### config.mk
export PLATFORM = sky130hd
export DESIGN_NAME = sprite_alpha_merge_pixel_top_flat
export DESIGN_NICKNAME = d
export VERILOG_FILES = /design/src/sv/sam_pkg.sv /design/src/sv/sam_in_if.sv /design/src/sv/sam_out_if.sv /design/src/sv/sprite_alpha_merge_pixel_top.sv /design/src/sv/sam_cfg.sv /design/src/sv/sam_merge.sv /design/src/flat_wrapper.sv
export VERILOG_INCLUDE_DIRS = /design/src /design/src/sv
export SDC_FILE = /design/constraint.sdc
export NUM_CORES = 2
export LEC_CHECK = 0
export ABC_AREA = 1
export ABC_CLOCK_PERIOD_IN_PS = 12900
export BUFFER_PORTS_ARGS = -buffer_cell sky130_fd_sc_hd__buf_4
export CAP_MARGIN = 20
export CORE_MARGIN = 1
export CORE_UTILIZATION = 55
export CTS_CLUSTER_SIZE = 12
export DETAILED_ROUTE_END_ITERATION = 8
export PLACE_DENSITY = 0.79
export SKIP_CTS_REPAIR_TIMING = 1
export SLEW_MARGIN = 20
export SYNTH_ARGS = -nofsm -noshare
export SYNTH_HDL_FRONTEND = slang
export SYNTH_HIERARCHICAL = 1
export SYNTH_SLANG_ARGS = --single-unit
export TNS_END_PERCENT = 20
### constraint.sdc
create_clock -name clk -period 12.9 [get_ports clk]
set_clock_uncertainty 0.15 [all_clocks]
set_input_delay 1.29 -clock clk [delete_from_list [all_inputs] [get_ports clk]]
set_output_delay 1.29 -clock clk [all_outputs]
set_load 0.03 [all_outputs]
### src/sv/sprite_alpha_merge_pixel_top_macros.svh
// Assertion macros for the sprite alpha merge block.
// Bodies refer to clk and arst_n of the module that uses them.
`ifndef SPRITE_ALPHA_MERGE_PIXEL_TOP_MACROS_SVH
`define SPRITE_ALPHA_MERGE_PIXEL_TOP_MACROS_SVH

// antecedent implies consequent in the same cycle
`define SAM_ASSERT_NOW(lbl, ante, cons) \
	lbl: assert property (@(posedge clk) disable iff (!arst_n) (ante) |-> (cons)) \
		else $error("sam assertion failed");

// antecedent implies consequent in the next cycle
`define SAM_ASSERT_NEXT(lbl, ante, cons) \
	lbl: assert property (@(posedge clk) disable iff (!arst_n) (ante) |=> (cons)) \
		else $error("sam assertion failed");

`endif

### src/sv/sam_pkg.sv
// Shared types and constants for the sprite alpha merge block.
// No dependencies; used by the interfaces and every module.
package sam_pkg;

	localparam int PIX_W   = 32;
	localparam int CHAN_W  = 8;
	localparam int SHIFT_W = 5;
	localparam int ADDR_W  = 5;
	localparam int DATA_W  = 32;

	localparam logic [2:0] REG_SRC_RED   = 3'd0;
	localparam logic [2:0] REG_SRC_GREEN = 3'd1;
	localparam logic [2:0] REG_SRC_BLUE  = 3'd2;
	localparam logic [2:0] REG_SRC_ALPHA = 3'd3;
	localparam logic [2:0] REG_DST_RED   = 3'd4;
	localparam logic [2:0] REG_DST_GREEN = 3'd5;
	localparam logic [2:0] REG_DST_BLUE  = 3'd6;
	localparam logic [2:0] REG_DST_ALPHA = 3'd7;

	localparam logic [SHIFT_W-1:0] RST_RED   = 5'd16;
	localparam logic [SHIFT_W-1:0] RST_GREEN = 5'd8;
	localparam logic [SHIFT_W-1:0] RST_BLUE  = 5'd0;
	localparam logic [SHIFT_W-1:0] RST_ALPHA = 5'd24;

	localparam logic [CHAN_W-1:0] ALPHA_OPAQUE = 8'hFF;
	localparam logic [CHAN_W-1:0] ALPHA_CLEAR  = 8'h00;

	typedef struct packed {
		logic [SHIFT_W-1:0] src_red;
		logic [SHIFT_W-1:0] src_green;
		logic [SHIFT_W-1:0] src_blue;
		logic [SHIFT_W-1:0] src_alpha;
		logic [SHIFT_W-1:0] dst_red;
		logic [SHIFT_W-1:0] dst_green;
		logic [SHIFT_W-1:0] dst_blue;
		logic [SHIFT_W-1:0] dst_alpha;
	} sam_cfg_t;

endpackage

### src/sv/sam_in_if.sv
// Input channel carrying one sprite pixel and the destination pixel under it.
// Depends on sam_pkg.
interface sam_in_if;
	import sam_pkg::*;

	logic             valid;
	logic             ready;
	logic [PIX_W-1:0] sprite_pixel;
	logic [PIX_W-1:0] dest_pixel;

	modport source(output valid, sprite_pixel, dest_pixel, input ready);
	modport sink(input valid, sprite_pixel, dest_pixel, output ready);
endinterface

### src/sv/sam_out_if.sv
// Output channel carrying one merged destination pixel.
// Depends on sam_pkg.
interface sam_out_if;
	import sam_pkg::*;

	logic             valid;
	logic             ready;
	logic [PIX_W-1:0] merged_pixel;
	logic             pixel_changed;

	modport source(output valid, merged_pixel, pixel_changed, input ready);
	modport sink(input valid, merged_pixel, pixel_changed, output ready);
endinterface

### src/sv/sprite_alpha_merge_pixel_top.sv
// Each accepted item is held in the input register; its merged result is then registered into the result register.
// Throughput: one item per cycle while merged.ready stays high; a stall holds the result stage and a full input stage.
// The merge datapath is one pass of unpack, 8x8 and 8x9 multiply-add, copy/blend/keep select and repack.
// Reset clears both stage valids and restores the default ARGB channel layout.
// Depends on sam_pkg, sam_in_if, sam_out_if, sam_cfg, sam_merge and the macro header.
module sprite_alpha_merge_pixel_top (
	input  logic                         clk,
	input  logic                         arst_n,
	input  logic                         psel,
	input  logic                         penable,
	input  logic                         pwrite,
	input  logic [sam_pkg::ADDR_W-1:0]   paddr,
	input  logic [sam_pkg::DATA_W-1:0]   pwdata,
	output logic [sam_pkg::DATA_W-1:0]   prdata,
	output logic                         pready,
	sam_in_if.sink                       pixel,
	sam_out_if.source                    merged
);
	import sam_pkg::*;
	`include "sprite_alpha_merge_pixel_top_macros.svh"

	sam_cfg_t         cfg;
	logic             valid_s1;
	logic [PIX_W-1:0] sprite_s1;
	logic [PIX_W-1:0] dest_s1;
	logic             valid_s2;
	logic [PIX_W-1:0] merged_s2;
	logic             changed_s2;
	logic [PIX_W-1:0] merged_c;
	logic             changed_c;
	logic             adv_s2;
	logic             take_in;

	sam_cfg u_cfg (
		.clk     (clk),
		.arst_n  (arst_n),
		.psel    (psel),
		.penable (penable),
		.pwrite  (pwrite),
		.paddr   (paddr),
		.pwdata  (pwdata),
		.prdata  (prdata),
		.pready  (pready),
		.cfg     (cfg)
	);

	sam_merge u_merge (
		.cfg           (cfg),
		.sprite_pixel  (sprite_s1),
		.dest_pixel    (dest_s1),
		.merged_pixel  (merged_c),
		.pixel_changed (changed_c)
	);

	assign adv_s2      = !valid_s2 || merged.ready;
	assign pixel.ready = !valid_s1 || adv_s2;
	assign take_in     = pixel.valid && pixel.ready;

	always_ff @(posedge clk or negedge arst_n) begin
		if (!arst_n) begin
			valid_s1 <= 1'b0;
			valid_s2 <= 1'b0;
		end else begin
			if (pixel.ready) begin
				valid_s1 <= pixel.valid;
			end
			if (adv_s2) begin
				valid_s2 <= valid_s1;
			end
		end
	end

	always_ff @(posedge clk) begin
		if (take_in) begin
			sprite_s1 <= pixel.sprite_pixel;
			dest_s1   <= pixel.dest_pixel;
		end
		if (adv_s2 && valid_s1) begin
			merged_s2  <= merged_c;
			changed_s2 <= changed_c;
		end
	end

	assign merged.valid         = valid_s2;
	assign merged.merged_pixel  = merged_s2;
	assign merged.pixel_changed = changed_s2;

	`SAM_ASSERT_NEXT(a_accept_fills_s1, take_in, valid_s1)
	`SAM_ASSERT_NOW(a_empty_s1_ready, !valid_s1, pixel.ready)
	`SAM_ASSERT_NOW(a_full_stall_blocks, valid_s1 && valid_s2 && !merged.ready, !pixel.ready)
	`SAM_ASSERT_NEXT(a_s1_moves_to_s2, valid_s1 && adv_s2, valid_s2)
endmodule

### src/sv/sam_cfg.sv
// APB register file holding the eight channel shift registers.
// Depends on sam_pkg.
module sam_cfg (
	input  logic                         clk,
	input  logic                         arst_n,
	input  logic                         psel,
	input  logic                         penable,
	input  logic                         pwrite,
	input  logic [sam_pkg::ADDR_W-1:0]   paddr,
	input  logic [sam_pkg::DATA_W-1:0]   pwdata,
	output logic [sam_pkg::DATA_W-1:0]   prdata,
	output logic                         pready,
	output sam_pkg::sam_cfg_t            cfg
);
	import sam_pkg::*;

	sam_cfg_t           cfg_q;
	logic [2:0]         reg_idx;
	logic               wr_en;
	logic [SHIFT_W-1:0] rd_val;

	assign reg_idx = paddr[ADDR_W-1:2];
	assign wr_en   = psel & penable & pwrite;
	assign pready  = 1'b1;
	assign cfg     = cfg_q;

	always_ff @(posedge clk or negedge arst_n) begin
		if (!arst_n) begin
			cfg_q.src_red   <= RST_RED;
			cfg_q.src_green <= RST_GREEN;
			cfg_q.src_blue  <= RST_BLUE;
			cfg_q.src_alpha <= RST_ALPHA;
			cfg_q.dst_red   <= RST_RED;
			cfg_q.dst_green <= RST_GREEN;
			cfg_q.dst_blue  <= RST_BLUE;
			cfg_q.dst_alpha <= RST_ALPHA;
		end else if (wr_en) begin
			case (reg_idx)
				REG_SRC_RED:   cfg_q.src_red   <= pwdata[SHIFT_W-1:0];
				REG_SRC_GREEN: cfg_q.src_green <= pwdata[SHIFT_W-1:0];
				REG_SRC_BLUE:  cfg_q.src_blue  <= pwdata[SHIFT_W-1:0];
				REG_SRC_ALPHA: cfg_q.src_alpha <= pwdata[SHIFT_W-1:0];
				REG_DST_RED:   cfg_q.dst_red   <= pwdata[SHIFT_W-1:0];
				REG_DST_GREEN: cfg_q.dst_green <= pwdata[SHIFT_W-1:0];
				REG_DST_BLUE:  cfg_q.dst_blue  <= pwdata[SHIFT_W-1:0];
				REG_DST_ALPHA: cfg_q.dst_alpha <= pwdata[SHIFT_W-1:0];
				default: ;
			endcase
		end
	end

	always_comb begin
		case (reg_idx)
			REG_SRC_RED:   rd_val = cfg_q.src_red;
			REG_SRC_GREEN: rd_val = cfg_q.src_green;
			REG_SRC_BLUE:  rd_val = cfg_q.src_blue;
			REG_SRC_ALPHA: rd_val = cfg_q.src_alpha;
			REG_DST_RED:   rd_val = cfg_q.dst_red;
			REG_DST_GREEN: rd_val = cfg_q.dst_green;
			REG_DST_BLUE:  rd_val = cfg_q.dst_blue;
			REG_DST_ALPHA: rd_val = cfg_q.dst_alpha;
			default:       rd_val = '0;
		endcase
	end

	assign prdata = {{(DATA_W-SHIFT_W){1'b0}}, rd_val};
endmodule

### src/sv/sam_merge.sv
// Merge datapath: channel unpack, copy/blend/keep select, channel repack.
// Depends on sam_pkg.
module sam_merge (
	input  sam_pkg::sam_cfg_t           cfg,
	input  logic [sam_pkg::PIX_W-1:0]   sprite_pixel,
	input  logic [sam_pkg::PIX_W-1:0]   dest_pixel,
	output logic [sam_pkg::PIX_W-1:0]   merged_pixel,
	output logic                        pixel_changed
);
	import sam_pkg::*;

	function automatic logic [CHAN_W-1:0] chan_get(input logic [PIX_W-1:0] word,
			input logic [SHIFT_W-1:0] sh);
		logic [PIX_W-1:0] tmp;
		tmp = word >> sh;
		return tmp[CHAN_W-1:0];
	endfunction

	function automatic logic [PIX_W-1:0] chan_put(input logic [CHAN_W-1:0] b,
			input logic [SHIFT_W-1:0] sh);
		logic [PIX_W-1:0] tmp;
		tmp = {{(PIX_W-CHAN_W){1'b0}}, b};
		return tmp << sh;
	endfunction

	// (d*(255-a) + s*(a+1)) >> 8
	function automatic logic [CHAN_W-1:0] mix(input logic [CHAN_W-1:0] d,
			input logic [CHAN_W-1:0] s, input logic [CHAN_W-1:0] a);
		logic [CHAN_W:0]     wa;
		logic [CHAN_W-1:0]   wd;
		logic [2*CHAN_W:0]   sum;
		wa  = {1'b0, a} + 9'd1;
		wd  = ALPHA_OPAQUE - a;
		sum = ({{(CHAN_W+1){1'b0}}, d} * {{(CHAN_W+1){1'b0}}, wd})
			+ ({{(CHAN_W+1){1'b0}}, s} * {{CHAN_W{1'b0}}, wa});
		return sum[2*CHAN_W-1:CHAN_W];
	endfunction

	logic [CHAN_W-1:0] sa;
	logic [CHAN_W-1:0] da;
	logic [CHAN_W-1:0] r;
	logic [CHAN_W-1:0] g;
	logic [CHAN_W-1:0] b;
	logic [CHAN_W-1:0] na;
	logic [PIX_W-1:0]  blended;

	assign sa = chan_get(sprite_pixel, cfg.src_alpha);
	assign da = chan_get(dest_pixel, cfg.dst_alpha);
	assign r  = mix(chan_get(dest_pixel, cfg.dst_red),
		chan_get(sprite_pixel, cfg.src_red), sa);
	assign g  = mix(chan_get(dest_pixel, cfg.dst_green),
		chan_get(sprite_pixel, cfg.src_green), sa);
	assign b  = mix(chan_get(dest_pixel, cfg.dst_blue),
		chan_get(sprite_pixel, cfg.src_blue), sa);
	assign na = (sa > da) ? sa : da;

	assign blended = chan_put(r, cfg.dst_red) | chan_put(g, cfg.dst_green) |
		chan_put(b, cfg.dst_blue) | chan_put(na, cfg.dst_alpha);

	always_comb begin
		if (sa == ALPHA_OPAQUE || (da == ALPHA_CLEAR && sa != ALPHA_CLEAR)) begin
			merged_pixel  = sprite_pixel;
			pixel_changed = 1'b1;
		end else if (sa != ALPHA_CLEAR) begin
			merged_pixel  = blended;
			pixel_changed = 1'b1;
		end else begin
			merged_pixel  = dest_pixel;
			pixel_changed = 1'b0;
		end
	end
endmodule
### src/flat_wrapper.sv
// flat-port wrapper written by rule: the top's interface ports become plain ports
module sprite_alpha_merge_pixel_top_flat import sam_pkg::*;
  (clk, arst_n, psel, penable, pwrite, paddr, pwdata, prdata, pready, pixel_valid, pixel_sprite_pixel, pixel_dest_pixel, pixel_ready, merged_valid, merged_merged_pixel, merged_pixel_changed, merged_ready);
  sam_in_if pixel_i ();
  sam_out_if merged_i ();
  input  logic clk;
  input  logic arst_n;
  input  logic psel;
  input  logic penable;
  input  logic pwrite;
  input  logic [sam_pkg::ADDR_W-1:0] paddr;
  input  logic [sam_pkg::DATA_W-1:0] pwdata;
  output logic [sam_pkg::DATA_W-1:0] prdata;
  output logic pready;
  input wire logic [$bits(pixel_i.valid)-1:0] pixel_valid;
  input wire logic [$bits(pixel_i.sprite_pixel)-1:0] pixel_sprite_pixel;
  input wire logic [$bits(pixel_i.dest_pixel)-1:0] pixel_dest_pixel;
  output wire logic [$bits(pixel_i.ready)-1:0] pixel_ready;
  output wire logic [$bits(merged_i.valid)-1:0] merged_valid;
  output wire logic [$bits(merged_i.merged_pixel)-1:0] merged_merged_pixel;
  output wire logic [$bits(merged_i.pixel_changed)-1:0] merged_pixel_changed;
  input wire logic [$bits(merged_i.ready)-1:0] merged_ready;
  assign pixel_i.valid = pixel_valid;
  assign pixel_i.sprite_pixel = pixel_sprite_pixel;
  assign pixel_i.dest_pixel = pixel_dest_pixel;
  assign pixel_ready = pixel_i.ready;
  assign merged_valid = merged_i.valid;
  assign merged_merged_pixel = merged_i.merged_pixel;
  assign merged_pixel_changed = merged_i.pixel_changed;
  assign merged_i.ready = merged_ready;
  sprite_alpha_merge_pixel_top u_core (.clk(clk), .arst_n(arst_n), .psel(psel), .penable(penable), .pwrite(pwrite), .paddr(paddr), .pwdata(pwdata), .prdata(prdata), .pready(pready), .pixel(pixel_i), .merged(merged_i));
endmodule
==> summary.md <==
| Metric | Value |
|---|---|
| Status | completed |
| First-pass GRT wire length | between 150000 and 200000 um |
| Slowest CP cell | nor2_1 |
| Main synth FF type | edfxtp_1 |
| Post-synth EDFFs | 97 |
| Syn. warnings | 6 |
| CTS Buf Count | 17 |
| Worst-Margin Slew | 1.139 ns |
| Seq cells post-synth | around 140 |
| H-tree depth | 4 |
| Initial antenna violation count | 3 |
| PortBufs | 118 |
| Insertion delay to the later sink of the worst-skew pair | 0.45 ns |
| Critical R2R Capture | u_core/merged.merged_pixel[19] |
| Initial Util | 0.5558 |
| Top delay family on crit path | simple AND/OR/NAND/NOR gates |
| Clock-pin slew on the worst setup and hold paths | 0.06 ns |
| Cells after Synth | 5007 |
| CTS tree | yes |
| Routed WL | about 130000 um |
| Worst min path class | reg2reg |
| Synthesized area | 32070 um2 |
| CTS Buffer Depth | 2 |
| Final hold vios | 0 |
| Distinct cells, synth | 67 |
| Fmax | 94.29 MHz |
| TNS Setup | 0 ns |
| GRT Residual Overflow | 0 |
| Yosys top cell area share | 0.1891 |
| Largest cells by area after synthesis | fa_1, nand2_1, nand3_1 |
| Ys async rst share | 0.3022 |
| Worst R2R Path Depth | 36 |
| Critical path launch point type | flop |
| Filler instances | 5739 |
| Register area share after synthesis | 0.1239 |
| Max-cap viol count | 0 |
| Post-synth top cells | nand2_1, inv_1, nand3_1 |
| Critical-path maximum fanout | 24 |
| Final worst slack | 2.294 ns |
| Detail-routed via count per cell | 6.195 |
| Final period util | 0.8222 |
| Layout cells sized above 1 | 0.06842 |
| ANT nets after route | 0 |
| Largest stage delay on the critical path | 0.83 ns |
| CP Capture Point | u_core/merged.merged_pixel[19] |
| Worst path required time | 12.94 ns |
| Hold path depth | 2 |
| Die area | 59280 um2 |
| DR WL/cell | 22.43 um |
| Worst path depth | 36 |
| Final setup violation count | 0 |
| Yosys top cell by area | fa_1 |
| Layout area overhead | 5.244% |
| Slew HR | 0.2410 |
| Critical path arrival | ~11 ns |
| Setup CP Type | reg2reg |
| Placed wire-length estimate | 98500 um |
| Largest net degree at the start of global routing | 75 |
| Vias in the first global route | 32430 |
| Reg2reg start | u_core/u_cfg/cfg[22] |
| Slew Limit Fails | 0 |
| Die height | 243.5 um |
| Total Routing Usage GR | 0.4276 |
| Top Ports | about 180 |
| Post-placement setup slack | 2.599 ns |
| Min Tclk post-route | 10.61 ns |
| Via Count | around 36000 |
| CP dominant cell by count | nand2_1 |
| Count leader, synth | nand2_1 |
| # nets final | 5551 |
| Iteration-0 DRC Markers | 5012 |
| Root Buffer | clkbuf_16 |
| RSZ-0062 raised after global routing | false |
| R2R Setup Slk | 2.29 ns |
| GP Congestion | 1.046 |
| Crit path buffers/inverters | 6 |
| Die span in x | 243.5 um |
| Mean Syn Cell Area | ~6.4 um2 |
| Row cnt | between 80 and 90 |
| Critical path origin | u_core/u_cfg/cfg[22] |
| Crit. End Element | flop |
| DR pass1 iterations | 8 |
| DRC Markers | 0 |
| Core region area | 57700 um2 |
| Sink Count | 139 |
per-stage QoR:
step           hold WS [ns]  utilization  instances  instance area (um2)
6_report             0.3917       0.5850       5740                33750
5_1_grt              0.4220       0.5847       5734                33740
4_1_cts              0.3920       0.5846       5733                33730
3_5_place_dp         0.3696       0.5746       5701                33150
3_3_place_gp         0.3591       0.5746       5701                33150
2_1_floorplan        0.3188            -       5033                32170
routing by layer:
metal	track usage	up-vias	share of wire
li1	-	16040	-
met1	0.5489	16610	0.38
met2	0.6585	2432	0.44
met3	0.1021	468	0.13
met4	0.2427	2	0.062
met5	0	-	0.000085
final cells by class:
type	instances	area (um2)	share of cell area
Antenna cell	6	15.01	0.0004449
Clock inverter	13	118.9	0.003522
Timing Repair Buffer	196	1471	0.04360
Multi-Input combinational cell	3864	23980	0.7104
Clock buffer	19	455.4	0.01349
Sequential cell	139	3979	0.1179
Tap cell	765	957.2	0.02836
Inverter	738	2778	0.08230
tightest hold or removal path: cells and delay by family (launching register included):
family,cells,cell delay (ns)
flip-flops,1,0.39
AND/OR/NAND/NOR,1,0.06
AO/OA/AOI/OAI,1,0.06
worst min path at each step:
stage | from | to | slack (ns)
floorplan | u_core/valid_s1 | u_core/merged.valid | 0.32
global placement | u_core/u_cfg/cfg[15] | u_core/u_cfg/cfg[15] | 0.36
detailed placement | u_core/u_cfg/cfg[15] | u_core/u_cfg/cfg[15] | 0.37
CTS | u_core/u_cfg/cfg[15] | u_core/u_cfg/cfg[15] | 0.39
global route | u_core/u_cfg/cfg[15] | u_core/u_cfg/cfg[15] | 0.42
finish | u_core/u_cfg/cfg[15] | u_core/u_cfg/cfg[15] | 0.39
cells by family (layout without fill, tap and decap cells):
| logic type | count (synthesis) | in the layout | synth area share |
|---|---|---|---|
| AND/OR/NAND/NOR | 2641 | 2641 | 0.3526 |
| flip-flops | 139 | 139 | 0.1239 |
| AO/OA/AOI/OAI | 665 | 665 | 0.1176 |
| multiplexers | 24 | 24 | 0.007491 |
| buffers and inverters | 1030 | 966 | 0.1318 |
| adder cells (fa/ha/maj) | 487 | 487 | 0.2609 |
| XOR/XNOR | 19 | 19 | 0.005424 |
| other | 2 | 34 | 0.0002342 |
cell usage in the layout (no fill, tap or decap), types with 9 or more instances in the layout:
cell,count
mux2i_1,24
edfxtp_1,97
xnor2_1,9
nand4_1,87
nor3_1,21
nand2_2,20
nor2_1,329
o21ai_1,34
nand3_1,662
buf_4,196
a211oi_1,9
o21a_1,15
o21ai_0,329
nand2_1,1462
o211ai_1,39
a31oi_1,19
clkbuf_16,18
o22ai_1,32
xor2_1,9
nor2_4,9
inv_1,691
clkinv_1,15
a21oi_1,129
inv_2,30
nor2_2,13
fa_1,303
ha_1,184
o2111ai_1,9
dfrtp_1,30
conb_1,28
registers in the layout, summed over array words and instances, names as in the netlist:
signal,count
u_core/merged.valid,1
u_core/merged.merged_pixel,32
u_core/merged.pixel_changed,1
u_core/valid_s1,1
u_core/sprite_s1,32
u_core/dest_s1,32
u_core/u_cfg/cfg,40
Power is not shown: default switching activity piles up to over one toggle a cycle in this logic, so the estimate is an artifact.
